<file path="config.mk">
export PLATFORM = sky130hd
export DESIGN_NAME = mesh_neighbor_table_aging_unit
export DESIGN_NICKNAME = d
export VERILOG_FILES = /design/src/hdl/mnta_pkg.sv /design/src/hdl/mesh_neighbor_table_aging_unit.sv
export SDC_FILE = /design/constraint.sdc
export NUM_CORES = 2
export LEC_CHECK = 0
export BUFFER_PORTS_ARGS = -buffer_cell sky130_fd_sc_hd__buf_4
export CORE_ASPECT_RATIO = 1.2
export CORE_MARGIN = 8
export CORE_UTILIZATION = 50
export DETAILED_ROUTE_END_ITERATION = 8
export PLACE_DENSITY = 0.69
export SYNTH_ARGS = -nofsm -noshare
export SYNTH_HDL_FRONTEND = slang
export SYNTH_SLANG_ARGS = --single-unit
</file>
<file path="constraint.sdc">
create_clock -name clk -period 14.75 [get_ports clk]
set_input_delay 1.475 -clock clk [delete_from_list [all_inputs] [get_ports clk]]
set_output_delay 1.475 -clock clk [all_outputs]
set_load 0.03 [all_outputs]
</file>
<file path="src/hdl/mnta_pkg.sv">
`timescale 1ns / 1ps
// ----------------------------------------------------------------------------
// mnta_pkg
// Shared types, codes and defaults for the mesh neighbor table aging unit.
// ----------------------------------------------------------------------------
package mnta_pkg;

    localparam int TABLE_ENTRIES_DEF = 16;

    localparam int CFG_INDEX_W = 2;
    localparam int CFG_DATA_W  = 32;

    localparam logic [CFG_INDEX_W-1:0] CFG_MIN_MESSAGE_BYTES     = 2'd0;
    localparam logic [CFG_INDEX_W-1:0] CFG_STALE_TIMEOUT_MS      = 2'd1;
    localparam logic [CFG_INDEX_W-1:0] CFG_HEARTBEAT_INTERVAL_MS = 2'd2;

    localparam logic [7:0]  MIN_MESSAGE_BYTES_RST     = 8'd14;
    localparam logic [31:0] STALE_TIMEOUT_MS_RST      = 32'd10000;
    localparam logic [31:0] HEARTBEAT_INTERVAL_MS_RST = 32'd3000;

    localparam int STATUS_W = 3;
    localparam int SLOT_W   = 4;
    localparam int COUNT_W  = 5;

    localparam logic [STATUS_W-1:0] ST_UPDATED  = 3'd0;
    localparam logic [STATUS_W-1:0] ST_INSERTED = 3'd1;
    localparam logic [STATUS_W-1:0] ST_FULL     = 3'd2;
    localparam logic [STATUS_W-1:0] ST_SHORT    = 3'd3;
    localparam logic [STATUS_W-1:0] ST_TICK     = 3'd4;

    localparam logic ACT_RECEIVE = 1'b0;
    localparam logic ACT_TICK    = 1'b1;

    typedef struct packed {
        logic        action;
        logic [31:0] now_ms;
        logic [7:0]  msg_length;
        logic [47:0] sender_mac;
        logic        sender_is_root;
        logic [15:0] sender_universe;
        logic [15:0] sender_start_channel;
        logic [15:0] sender_led_count;
    } item_t;

    typedef struct packed {
        logic [STATUS_W-1:0] status;
        logic [SLOT_W-1:0]   slot;
        logic [COUNT_W-1:0]  entry_count;
        logic [COUNT_W-1:0]  removed_count;
        logic                heartbeat_due;
    } result_t;

    typedef struct packed {
        logic [47:0] address;
        logic [31:0] last_seen;
        logic        root_flag;
        logic [15:0] universe;
        logic [15:0] first_channel;
        logic [15:0] led_total;
    } entry_t;

endpackage

</file>
<file path="src/hdl/mesh_neighbor_table_aging_unit.sv">
`timescale 1ns / 1ps
// ----------------------------------------------------------------------------
// mesh_neighbor_table_aging_unit
// Neighbor table keyed by 48-bit address with per-entry aging and heartbeat.
// ----------------------------------------------------------------------------
// One beat in, one result beat out. The table sits in a single-port-write,
// single-read memory that is walked one entry at a time (read, then compare
// or age). A receive beat walks the valid entries until one matches and is
// updated, else it is inserted at the end or dropped when the table is full;
// a short message goes straight to its result. A tick first checks the
// heartbeat, then sweeps the table, in which the same 32-bit subtract and
// compare ages each entry and survivors are copied down in place. Each beat
// ends by handing its result to the output register, which holds it while
// the next beat is taken in; a result still stalled in that register keeps
// the sequencer from handing off the next one. The table is empty after
// reset; no clearing pass is needed.
// ----------------------------------------------------------------------------
module mesh_neighbor_table_aging_unit #(
    parameter int TABLE_ENTRIES = mnta_pkg::TABLE_ENTRIES_DEF
) (
    input  logic                             clk,
    input  logic                             rst_n,
    input  logic                             cfg_we,
    input  logic [mnta_pkg::CFG_INDEX_W-1:0] cfg_index,
    input  logic [mnta_pkg::CFG_DATA_W-1:0]  cfg_data,
    input  logic                             item_valid,
    output logic                             item_stall,
    input  mnta_pkg::item_t                  item,
    output logic                             result_valid,
    input  logic                             result_stall,
    output mnta_pkg::result_t                result
);

    localparam int IDX_W = (TABLE_ENTRIES > 1) ? $clog2(TABLE_ENTRIES) : 1;
    localparam int CNT_W = $clog2(TABLE_ENTRIES + 1);
    localparam logic [CNT_W-1:0] CNT_MAX = CNT_W'(TABLE_ENTRIES);

    localparam logic [2:0] S_IDLE = 3'd0;
    localparam logic [2:0] S_HB   = 3'd1;
    localparam logic [2:0] S_RD   = 3'd2;
    localparam logic [2:0] S_CMP  = 3'd3;
    localparam logic [2:0] S_AGE  = 3'd4;
    localparam logic [2:0] S_RES  = 3'd5;

    logic [2:0] state_reg, state_next;
    logic [CNT_W-1:0] count_reg, count_next;
    logic [CNT_W-1:0] idx_reg, idx_next;
    logic [CNT_W-1:0] keep_reg, keep_next;
    logic [CNT_W-1:0] removed_reg, removed_next;
    logic [CNT_W-1:0] slot_reg, slot_next;
    logic [mnta_pkg::STATUS_W-1:0] status_reg, status_next;
    logic due_reg, due_next;
    logic [31:0] hb_reg, hb_next;

    logic [7:0]  min_len_reg;
    logic [31:0] timeout_reg;
    logic [31:0] interval_reg;

    mnta_pkg::item_t   item_reg;
    mnta_pkg::result_t result_reg, result_next;
    logic              result_valid_reg, result_valid_next;
    logic              load_result;

    mnta_pkg::entry_t entry_mem [TABLE_ENTRIES];
    mnta_pkg::entry_t rd_data_reg;
    mnta_pkg::entry_t fill_entry;
    mnta_pkg::entry_t mem_wd;
    logic             mem_we;
    logic [IDX_W-1:0] mem_wa;

    logic        accept;
    logic [31:0] cmp_base;
    logic [31:0] cmp_limit;
    logic [31:0] cmp_age;
    logic        cmp_over;

    assign item_stall   = (state_reg != S_IDLE);
    assign accept       = item_valid && !item_stall;
    assign result_valid = result_valid_reg;
    assign result       = result_reg;

    // shared age unit: heartbeat check and entry aging
    assign cmp_base  = (state_reg == S_HB) ? hb_reg : rd_data_reg.last_seen;
    assign cmp_limit = (state_reg == S_HB) ? interval_reg : timeout_reg;
    assign cmp_age   = item_reg.now_ms - cmp_base;
    assign cmp_over  = (cmp_age > cmp_limit);

    assign fill_entry = '{
        address:       item_reg.sender_mac,
        last_seen:     item_reg.now_ms,
        root_flag:     item_reg.sender_is_root,
        universe:      item_reg.sender_universe,
        first_channel: item_reg.sender_start_channel,
        led_total:     item_reg.sender_led_count
    };

    always_comb
    begin
        state_next   = state_reg;
        count_next   = count_reg;
        idx_next     = idx_reg;
        keep_next    = keep_reg;
        removed_next = removed_reg;
        slot_next    = slot_reg;
        status_next  = status_reg;
        due_next     = due_reg;
        hb_next      = hb_reg;
        mem_we       = 1'b0;
        mem_wa       = idx_reg[IDX_W-1:0];
        mem_wd       = fill_entry;
        load_result  = 1'b0;

        unique case (state_reg)
            S_IDLE:
            begin
                if (accept)
                begin
                    idx_next     = '0;
                    keep_next    = '0;
                    removed_next = '0;
                    slot_next    = '0;
                    due_next     = 1'b0;
                    state_next   = (item.action == mnta_pkg::ACT_TICK) ? S_HB : S_RD;
                end
            end
            S_HB:
            begin
                if (cmp_over)
                begin
                    due_next = 1'b1;
                    hb_next  = item_reg.now_ms;
                end
                state_next = S_RD;
            end
            S_RD:
            begin
                if (item_reg.action == mnta_pkg::ACT_TICK)
                begin
                    if (idx_reg == count_reg)
                    begin
                        count_next  = keep_reg;
                        status_next = mnta_pkg::ST_TICK;
                        state_next  = S_RES;
                    end
                    else
                    begin
                        state_next = S_AGE;
                    end
                end
                else if (item_reg.msg_length < min_len_reg)
                begin
                    status_next = mnta_pkg::ST_SHORT;
                    state_next  = S_RES;
                end
                else if (idx_reg == count_reg)
                begin
                    if (count_reg < CNT_MAX)
                    begin
                        mem_we      = 1'b1;
                        mem_wa      = count_reg[IDX_W-1:0];
                        slot_next   = count_reg;
                        count_next  = count_reg + 1'b1;
                        status_next = mnta_pkg::ST_INSERTED;
                    end
                    else
                    begin
                        status_next = mnta_pkg::ST_FULL;
                    end
                    state_next = S_RES;
                end
                else
                begin
                    state_next = S_CMP;
                end
            end
            S_CMP:
            begin
                if (rd_data_reg.address == item_reg.sender_mac)
                begin
                    mem_we      = 1'b1;
                    slot_next   = idx_reg;
                    status_next = mnta_pkg::ST_UPDATED;
                    state_next  = S_RES;
                end
                else
                begin
                    idx_next   = idx_reg + 1'b1;
                    state_next = S_RD;
                end
            end
            S_AGE:
            begin
                if (cmp_over)
                begin
                    removed_next = removed_reg + 1'b1;
                end
                else
                begin
                    if (keep_reg != idx_reg)
                    begin
                        mem_we = 1'b1;
                        mem_wa = keep_reg[IDX_W-1:0];
                        mem_wd = rd_data_reg;
                    end
                    keep_next = keep_reg + 1'b1;
                end
                idx_next   = idx_reg + 1'b1;
                state_next = S_RD;
            end
            S_RES:
            begin
                if (!result_valid_reg || !result_stall)
                begin
                    load_result = 1'b1;
                    state_next  = S_IDLE;
                end
            end
            default:
            begin
                state_next = S_IDLE;
            end
        endcase
    end

    always_comb
    begin
        result_next               = result_reg;
        result_next.status        = status_reg;
        result_next.slot          = mnta_pkg::SLOT_W'(slot_reg);
        result_next.entry_count   = mnta_pkg::COUNT_W'(count_reg);
        result_next.removed_count = mnta_pkg::COUNT_W'(removed_reg);
        result_next.heartbeat_due = due_reg;

        if (load_result)
            result_valid_next = 1'b1;
        else if (!result_stall)
            result_valid_next = 1'b0;
        else
            result_valid_next = result_valid_reg;
    end

    always_ff @(posedge clk or negedge rst_n)
    begin
        if (!rst_n)
        begin
            state_reg        <= S_IDLE;
            count_reg        <= '0;
            idx_reg          <= '0;
            keep_reg         <= '0;
            removed_reg      <= '0;
            slot_reg         <= '0;
            status_reg       <= mnta_pkg::ST_UPDATED;
            due_reg          <= 1'b0;
            hb_reg           <= '0;
            result_valid_reg <= 1'b0;
            min_len_reg      <= mnta_pkg::MIN_MESSAGE_BYTES_RST;
            timeout_reg      <= mnta_pkg::STALE_TIMEOUT_MS_RST;
            interval_reg     <= mnta_pkg::HEARTBEAT_INTERVAL_MS_RST;
        end
        else
        begin
            state_reg        <= state_next;
            count_reg        <= count_next;
            idx_reg          <= idx_next;
            keep_reg         <= keep_next;
            removed_reg      <= removed_next;
            slot_reg         <= slot_next;
            status_reg       <= status_next;
            due_reg          <= due_next;
            hb_reg           <= hb_next;
            result_valid_reg <= result_valid_next;
            if (cfg_we)
            begin
                unique case (cfg_index)
                    mnta_pkg::CFG_MIN_MESSAGE_BYTES:     min_len_reg  <= cfg_data[7:0];
                    mnta_pkg::CFG_STALE_TIMEOUT_MS:      timeout_reg  <= cfg_data;
                    mnta_pkg::CFG_HEARTBEAT_INTERVAL_MS: interval_reg <= cfg_data;
                    default:                             ;
                endcase
            end
        end
    end

    always_ff @(posedge clk)
    begin
        if (accept)
            item_reg <= item;
        if (load_result)
            result_reg <= result_next;
    end

    // table memory, registered read
    always_ff @(posedge clk)
    begin
        if (mem_we)
            entry_mem[mem_wa] <= mem_wd;
        rd_data_reg <= entry_mem[idx_reg[IDX_W-1:0]];
    end

    a_count_bound: assert property (@(posedge clk) disable iff (!rst_n)
        count_reg <= CNT_MAX)
        else $error("entry count beyond table size");

    a_keep_behind: assert property (@(posedge clk) disable iff (!rst_n)
        (state_reg == S_AGE) |-> (keep_reg <= idx_reg))
        else $error("compaction write index ahead of read index");

    a_tick_slot: assert property (@(posedge clk) disable iff (!rst_n)
        (result_valid_reg && (result_reg.status == mnta_pkg::ST_TICK))
        |-> (result_reg.slot == '0))
        else $error("tick beat carries nonzero slot");

    a_busy_no_accept: assert property (@(posedge clk) disable iff (!rst_n)
        (state_reg == S_RES && !load_result) |=> (state_reg == S_RES))
        else $error("sequencer left result state without handing off");

endmodule

</file>
Word level (Yosys, flattened, before mapping)
Memory sizes are Yosys's and may differ from the RTL's. A register that Yosys moved wholly into a read port is not among the register bits.
Index checks and enable logic that the tools add are counted.
{"block": "word_totals", "regBits": 292, "latchBits": 0, "ram_bits": 2064, "mem_bits_ro": 0, "inputBits": 177, "out_inout_bits": 20, "elab_cells": 150, "memories": 1}
{"block": "classes", "add_sub_neg": 5, "n_mul": 0, "n_div": 0, "magnitude_cmp": 3, "n_eq_ne": 25, "n_shift": 0, "n_mux": 63, "bitwise": 0, "n_reduce_logical": 27}
{"name": "entry_mem", "depth": 16, "word_bits": 129, "read_ports": 1, "rd_clocked_by_memory_dff": 1, "wr": 1, "line_no": "mesh_neighbor_table_aging_unit.sv:64", "rtl": "mnta_pkg::entry_t entry_mem [TABLE_ENTRIES];"}
{"op": "$mux W129", "count": 3}
{"op": "$mux W32", "count": 2}
{"op": "$eq A48 B48 Y1", "count": 1}
{"op": "$mux W5", "count": 9}
{"op": "$mux W4", "count": 11}
{"op": "$mux W3", "count": 11}
{"op": "$gt A32 B32 Y1", "count": 1}
{"op": "$sub A32 B32 Y32", "count": 1}
{"op": "$ne A2 B2 Y1 const B", "count": 12}
{"op": "$add A5 B1 Y5 const B", "count": 4}
{"op": "$pmux W5 S2", "count": 2}
{"op": "$mux W1", "count": 16}
{"op": "$pmux W3 S5", "count": 1}
{"op": "$pmux W5 S3", "count": 1}
{"op": "$pmux W4 S3", "count": 1}
{"op": "$reduce_and A3 Y1", "count": 4}
{"op": "$reduce_and A2 Y1", "count": 5}
{"op": "$reduce_bool A3 Y1", "count": 3}
{"op": "$lt A8 B8 Y1", "count": 1}
{"op": "$pmux W4 S2", "count": 1}
{"op": "$reduce_and A4 Y1", "count": 2}
{"op": "$reduce_bool A2 Y1", "count": 4}
{"op": "$reduce_and A7 Y1", "count": 1}
{"op": "$eq A3 B2 Y1 const B", "count": 2}
{"op": "19 further kinds", "count": 24}

Depth between registers and ports, before layout
{"block": "logic_depth", "depth_word": 8, "depth_mapped": 26, "mapped_depth_nobuf": 23}

Worst setup path before layout
No wires, ideal clock.
{"block": "synth_path", "path_type": "reg2reg", "startpoint": "register state_reg[1]", "endpoint": "memory entry_mem[12][100] (netlist bit) (enable)", "setup_ps": 519, "arrival_ps": 9185, "required_time_ps": 14231, "setup_slack_ps": 5046, "path_stages_with_launch": 26, "n_path_buf": 2, "period_less_slack_ps": 9704, "path_cell_list": "dfrtp_1 clkbuf_1 nor3b_1 clkbuf_1 mux2_2 ha_1 fa_1 nand2b_1 a211oi_1 o21ai_0 o21ai_0 a211oi_1 a21oi_1 nand3_1 a311o_1 xnor2_1 ha_1 nand4_1 nor4_2 and2_1 nand3_1 o311a_1 nor3_4 mux2i_1 nand2_1 nor2_1"}
{"block": "synth_between", "elab_chain_cells": 8, "word_cells_on_any_way": 14, "classes_between": "add/sub: 1; order compare: 1; eq/ne: 4; mux: 8"}
{"item": "start, declared", "line_no": "mesh_neighbor_table_aging_unit.sv:45", "rtl": "logic [2:0] state_reg, state_next;"}
{"item": "start signal, assigned", "line_no": "mesh_neighbor_table_aging_unit.sv:262", "rtl": "state_reg <= state_next;"}
{"item": "$eq A3 B1 Y1", "line_no": "mesh_neighbor_table_aging_unit.sv:83, mesh_neighbor_table_aging_unit.sv:84"}
{"item": "$mux W32", "line_no": "mesh_neighbor_table_aging_unit.sv:83", "rtl": "assign cmp_base = (state_reg == S_HB) ? hb_reg : rd_data_reg.last_seen;"}
{"item": "$sub A32 B32 Y32", "line_no": "mesh_neighbor_table_aging_unit.sv:85", "rtl": "assign cmp_age = item_reg.now_ms - cmp_base;"}
{"item": "$gt A32 B32 Y1", "line_no": "mesh_neighbor_table_aging_unit.sv:86", "rtl": "assign cmp_over = (cmp_age > cmp_limit);"}
{"item": "$mux W1", "line_no": "mesh_neighbor_table_aging_unit.sv:193", "rtl": "if (cmp_over)"}
{"item": "$pmux W1 S3", "line_no": "mesh_neighbor_table_aging_unit.sv:113", "rtl": "unique case (state_reg)"}
{"item": "$mux W1", "line_no": "mesh_neighbor_table_aging_unit.sv:295", "rtl": "if (mem_we)"}
{"item": "$mux W1 (not written as such)", "line_no": "mesh_neighbor_table_aging_unit.sv:296", "rtl": "entry_mem[mem_wa] <= mem_wd;"}
{"item": "end, declared", "line_no": "mesh_neighbor_table_aging_unit.sv:64"}
Several ways; a longest one is shown, not always the timed one.

Final worst setup path
{"block": "layout_path", "startpoint": "register state_reg[0]", "endpoint": "memory entry_mem[3][76] (netlist bit) (enable)"}
Same word-level chain as after synthesis.

==> run summary <==
status = finished, final reports clean
FP Rows = 142
Ys Warns = 0
switching share of power = 28.3%
Cell Count Post-Placement = 4703
first-pass GRT wire length = 208000 µm
Final Instance Area = 0.0712 mm²
maximum VDD drop = 116 µV
CTS Root Cell = clkbuf_16
ANT cells = 0
sequential-to-total area share from yosys stat = 74.2%
via count = 29921
Period Utilization, post-route = 69.6%
Synth Cell Area = 0.0629 mm²
fin nets = 3455
final hold vios = 0
Vias/cell = 6.00
post-cts resize count = 0
Yosys cell types = 64
Die Y = 405 µm
# fillers = 8989
Net Count, Synth = 3219
Synth Register Bits = 1603
top cells by area, synth = edfxtp_1, mux4_2, dfrtp_1
most common cell in the synthesized netlist = edfxtp_1
CP max stage cell = buf_4
num ports = 197
power share of the combinational group = 24.0%
non-filler cells, final = 4986
Post-DRT Antenna Nets = 0
Area growth, synth to finish = 13.1%
Worst-Margin Slew = 1.25 ns
number of flops mapped to enable cells by yosys = 1387
post-CTS setup buffer count = 0
switching power = 3.60 mW
Post-Route Skew = 0.0375 ns
crit path time final = 10.27 ns
unrepaired setup endpoints after global routing = false
Synth top area share = 66.2%
reg-to-reg endpoint = entry_mem[3][76]
Pwr Density = 179 mW/mm²
CP Data Arrival Time = 10.67 ns
total wire length = 139000 µm
R2R setup slack = 4.48 ns
fraction of layout cells with a size suffix above 1 = 31.4%
GRT Overall Usage = 20.2%
grt ovf = 0
count of final max-slew check failures = 0
r2r startpoint = state_reg[0]
Worst path max stage delay = 0.74 ns
initial drt markers = 2788
initial antenna violation count = 1
Synth area leader = edfxtp_1
Clock power frac = 30.2%
Final setup viols = 0
router iterations before antenna repair = 5
largest net degree at the start of global routing = 150
clock buffer depth = 3
sequential fraction of design power = 45.8%
Core ar. = 0.125 mm²
clock latency on the worst-skew pair = 0.79 ns
max FFs per register = 1280
drt wl/cell = 27.8 µm
Max-slew headroom = 16.0%
WP buf/inv = 3
Min-Delay Path Depth = 0
initial core utilization = 50.4%
top cells by count, synth = edfxtp_1, mux4_2, mux2_2
Worst Path Required = 15.15 ns
Main synth FF type = edfxtp_1
hold_buf cts = 0
Worst path top cell family by delay = simple AND/OR/NAND/NOR gates
worst setup path class = reg -> reg
CTS H-tree depth = 4
CTS Buf Count = 154
CP endpoint kind = flop
Mapped Cells = 2967
Post-DP HPWL = 77300 µm
port buffer count = 147
Residual DRC = 0
LEAKAGE = 23.0 nW
Maximum Capacitance Violations = 0
worst-path fanout max = 38
Internal = 9.14 mW
Worst Hold Class = reg -> reg
setup TNS = 0 ns
vias in the first global route = 31787
WHS Endpoint = result[0]
Synth async-reset ratio = 8.48%
TritonCTS clock tree = yes
clk slew on worst S/H paths = 0.06 ns
Fmax = 0.0974 GHz
placed instance area = 0.0662 mm²
R2R depth = 26
worst hold start = due_reg
DIE WIDTH = 340 µm
crit start category = flop
die area = 0.137 mm²
Sink Count = 1603
final hold slack = 0.452 ns
Routability Congestion = 0.860
mean post-synth cell area = 21.2 µm²
layer usage:
metal | up-vias | part of all wire (%) | track usage, %
li1 | 12700 | - | -
met2 | 972 | 51 | 34.9
met3 | 221 | 5.8 | 3.39
met4 | 2 | 2.7 | 6.04
met1 | 16026 | 40 | 26.5
met5 | - | 0.0087 | 0
power groups by stage:
stage	clock, mW	combinational (mW)	sequential (mW)
CTS	3.93	3.09	5.84
detailed placement	0	3.07	5.93
floorplan	0	2.28	5.80
finish	3.85	3.05	5.83
global route	4.09	3.35	5.87
global placement	0	2.97	5.91
placed cells by master (no fill, tap or decap), types with 46 or more instances in the layout:
master     synthesis  layout
edfxtp_1        1387    1387
mux4_2           400     400
buf_4              0     202
mux2_2           178     178
clkbuf_16          0     156
dfrtp_1          121     117
dfxtp_1           80      80
ha_1              74      74
mux2i_1           72      72
xor2_1            69      69
nand2_1           67      67
o21ai_0           54      54
nor2_1            63      47
clkbuf_1          77      47
a21oi_1           46      46
worst max-delay path by stage:
stage | startpoint | endpoint | slack [ns] | depth (start not counted)
3_3_place_gp | state_reg[0] | entry_mem[0][117] | 4.44 | 26
6_report | state_reg[0] | entry_mem[3][76] | 4.48 | 26
5_1_grt | state_reg[0] | entry_mem[1][76] | 3.87 | 26
3_5_place_dp | state_reg[0] | entry_mem[1][122] | 4.41 | 26
4_1_cts | state_reg[0] | entry_mem[1][84] | 4.36 | 26
2_1_floorplan | state_reg[1] | entry_mem[12][100] | 5.05 | 25
per-stage QoR:
step                      utilization, %  power, mW  setup WS, ns
final                               57.0       12.7          4.48
after global routing                57.0       13.3          3.87
after CTS                           57.0       12.9          4.36
after detailed placement            53.0       9.00          4.41
after global placement              53.0       8.88          4.44
after floorplan                        -       8.08          5.05
kinds of logic after synthesis:
kind of cell	count (synthesis)	synth area share (%)
buffers and inverters	149	0.925
XOR/XNOR	92	1.28
AND/OR/NAND/NOR	233	1.79
adder cells (fa/ha/maj)	75	1.50
AO/OA/AOI/OAI	165	1.64
multiplexers	650	18.7
flip-flops	1603	74.2
layout make-up:
| class | count | area (µm²) | area share, % |
|---|---|---|---|
| Multi-Input combinational cell | 1215 | 15800 | 22.2 |
| Sequential cell | 1603 | 46700 | 65.6 |
| Clock buffer | 220 | 4310 | 6.06 |
| Clock inverter | 63 | 648 | 0.911 |
| Tap cell | 1656 | 2070 | 2.91 |
| Inverter | 24 | 92.6 | 0.130 |
| Timing Repair Buffer | 205 | 1570 | 2.20 |
(Power assumes the default switching activity.)
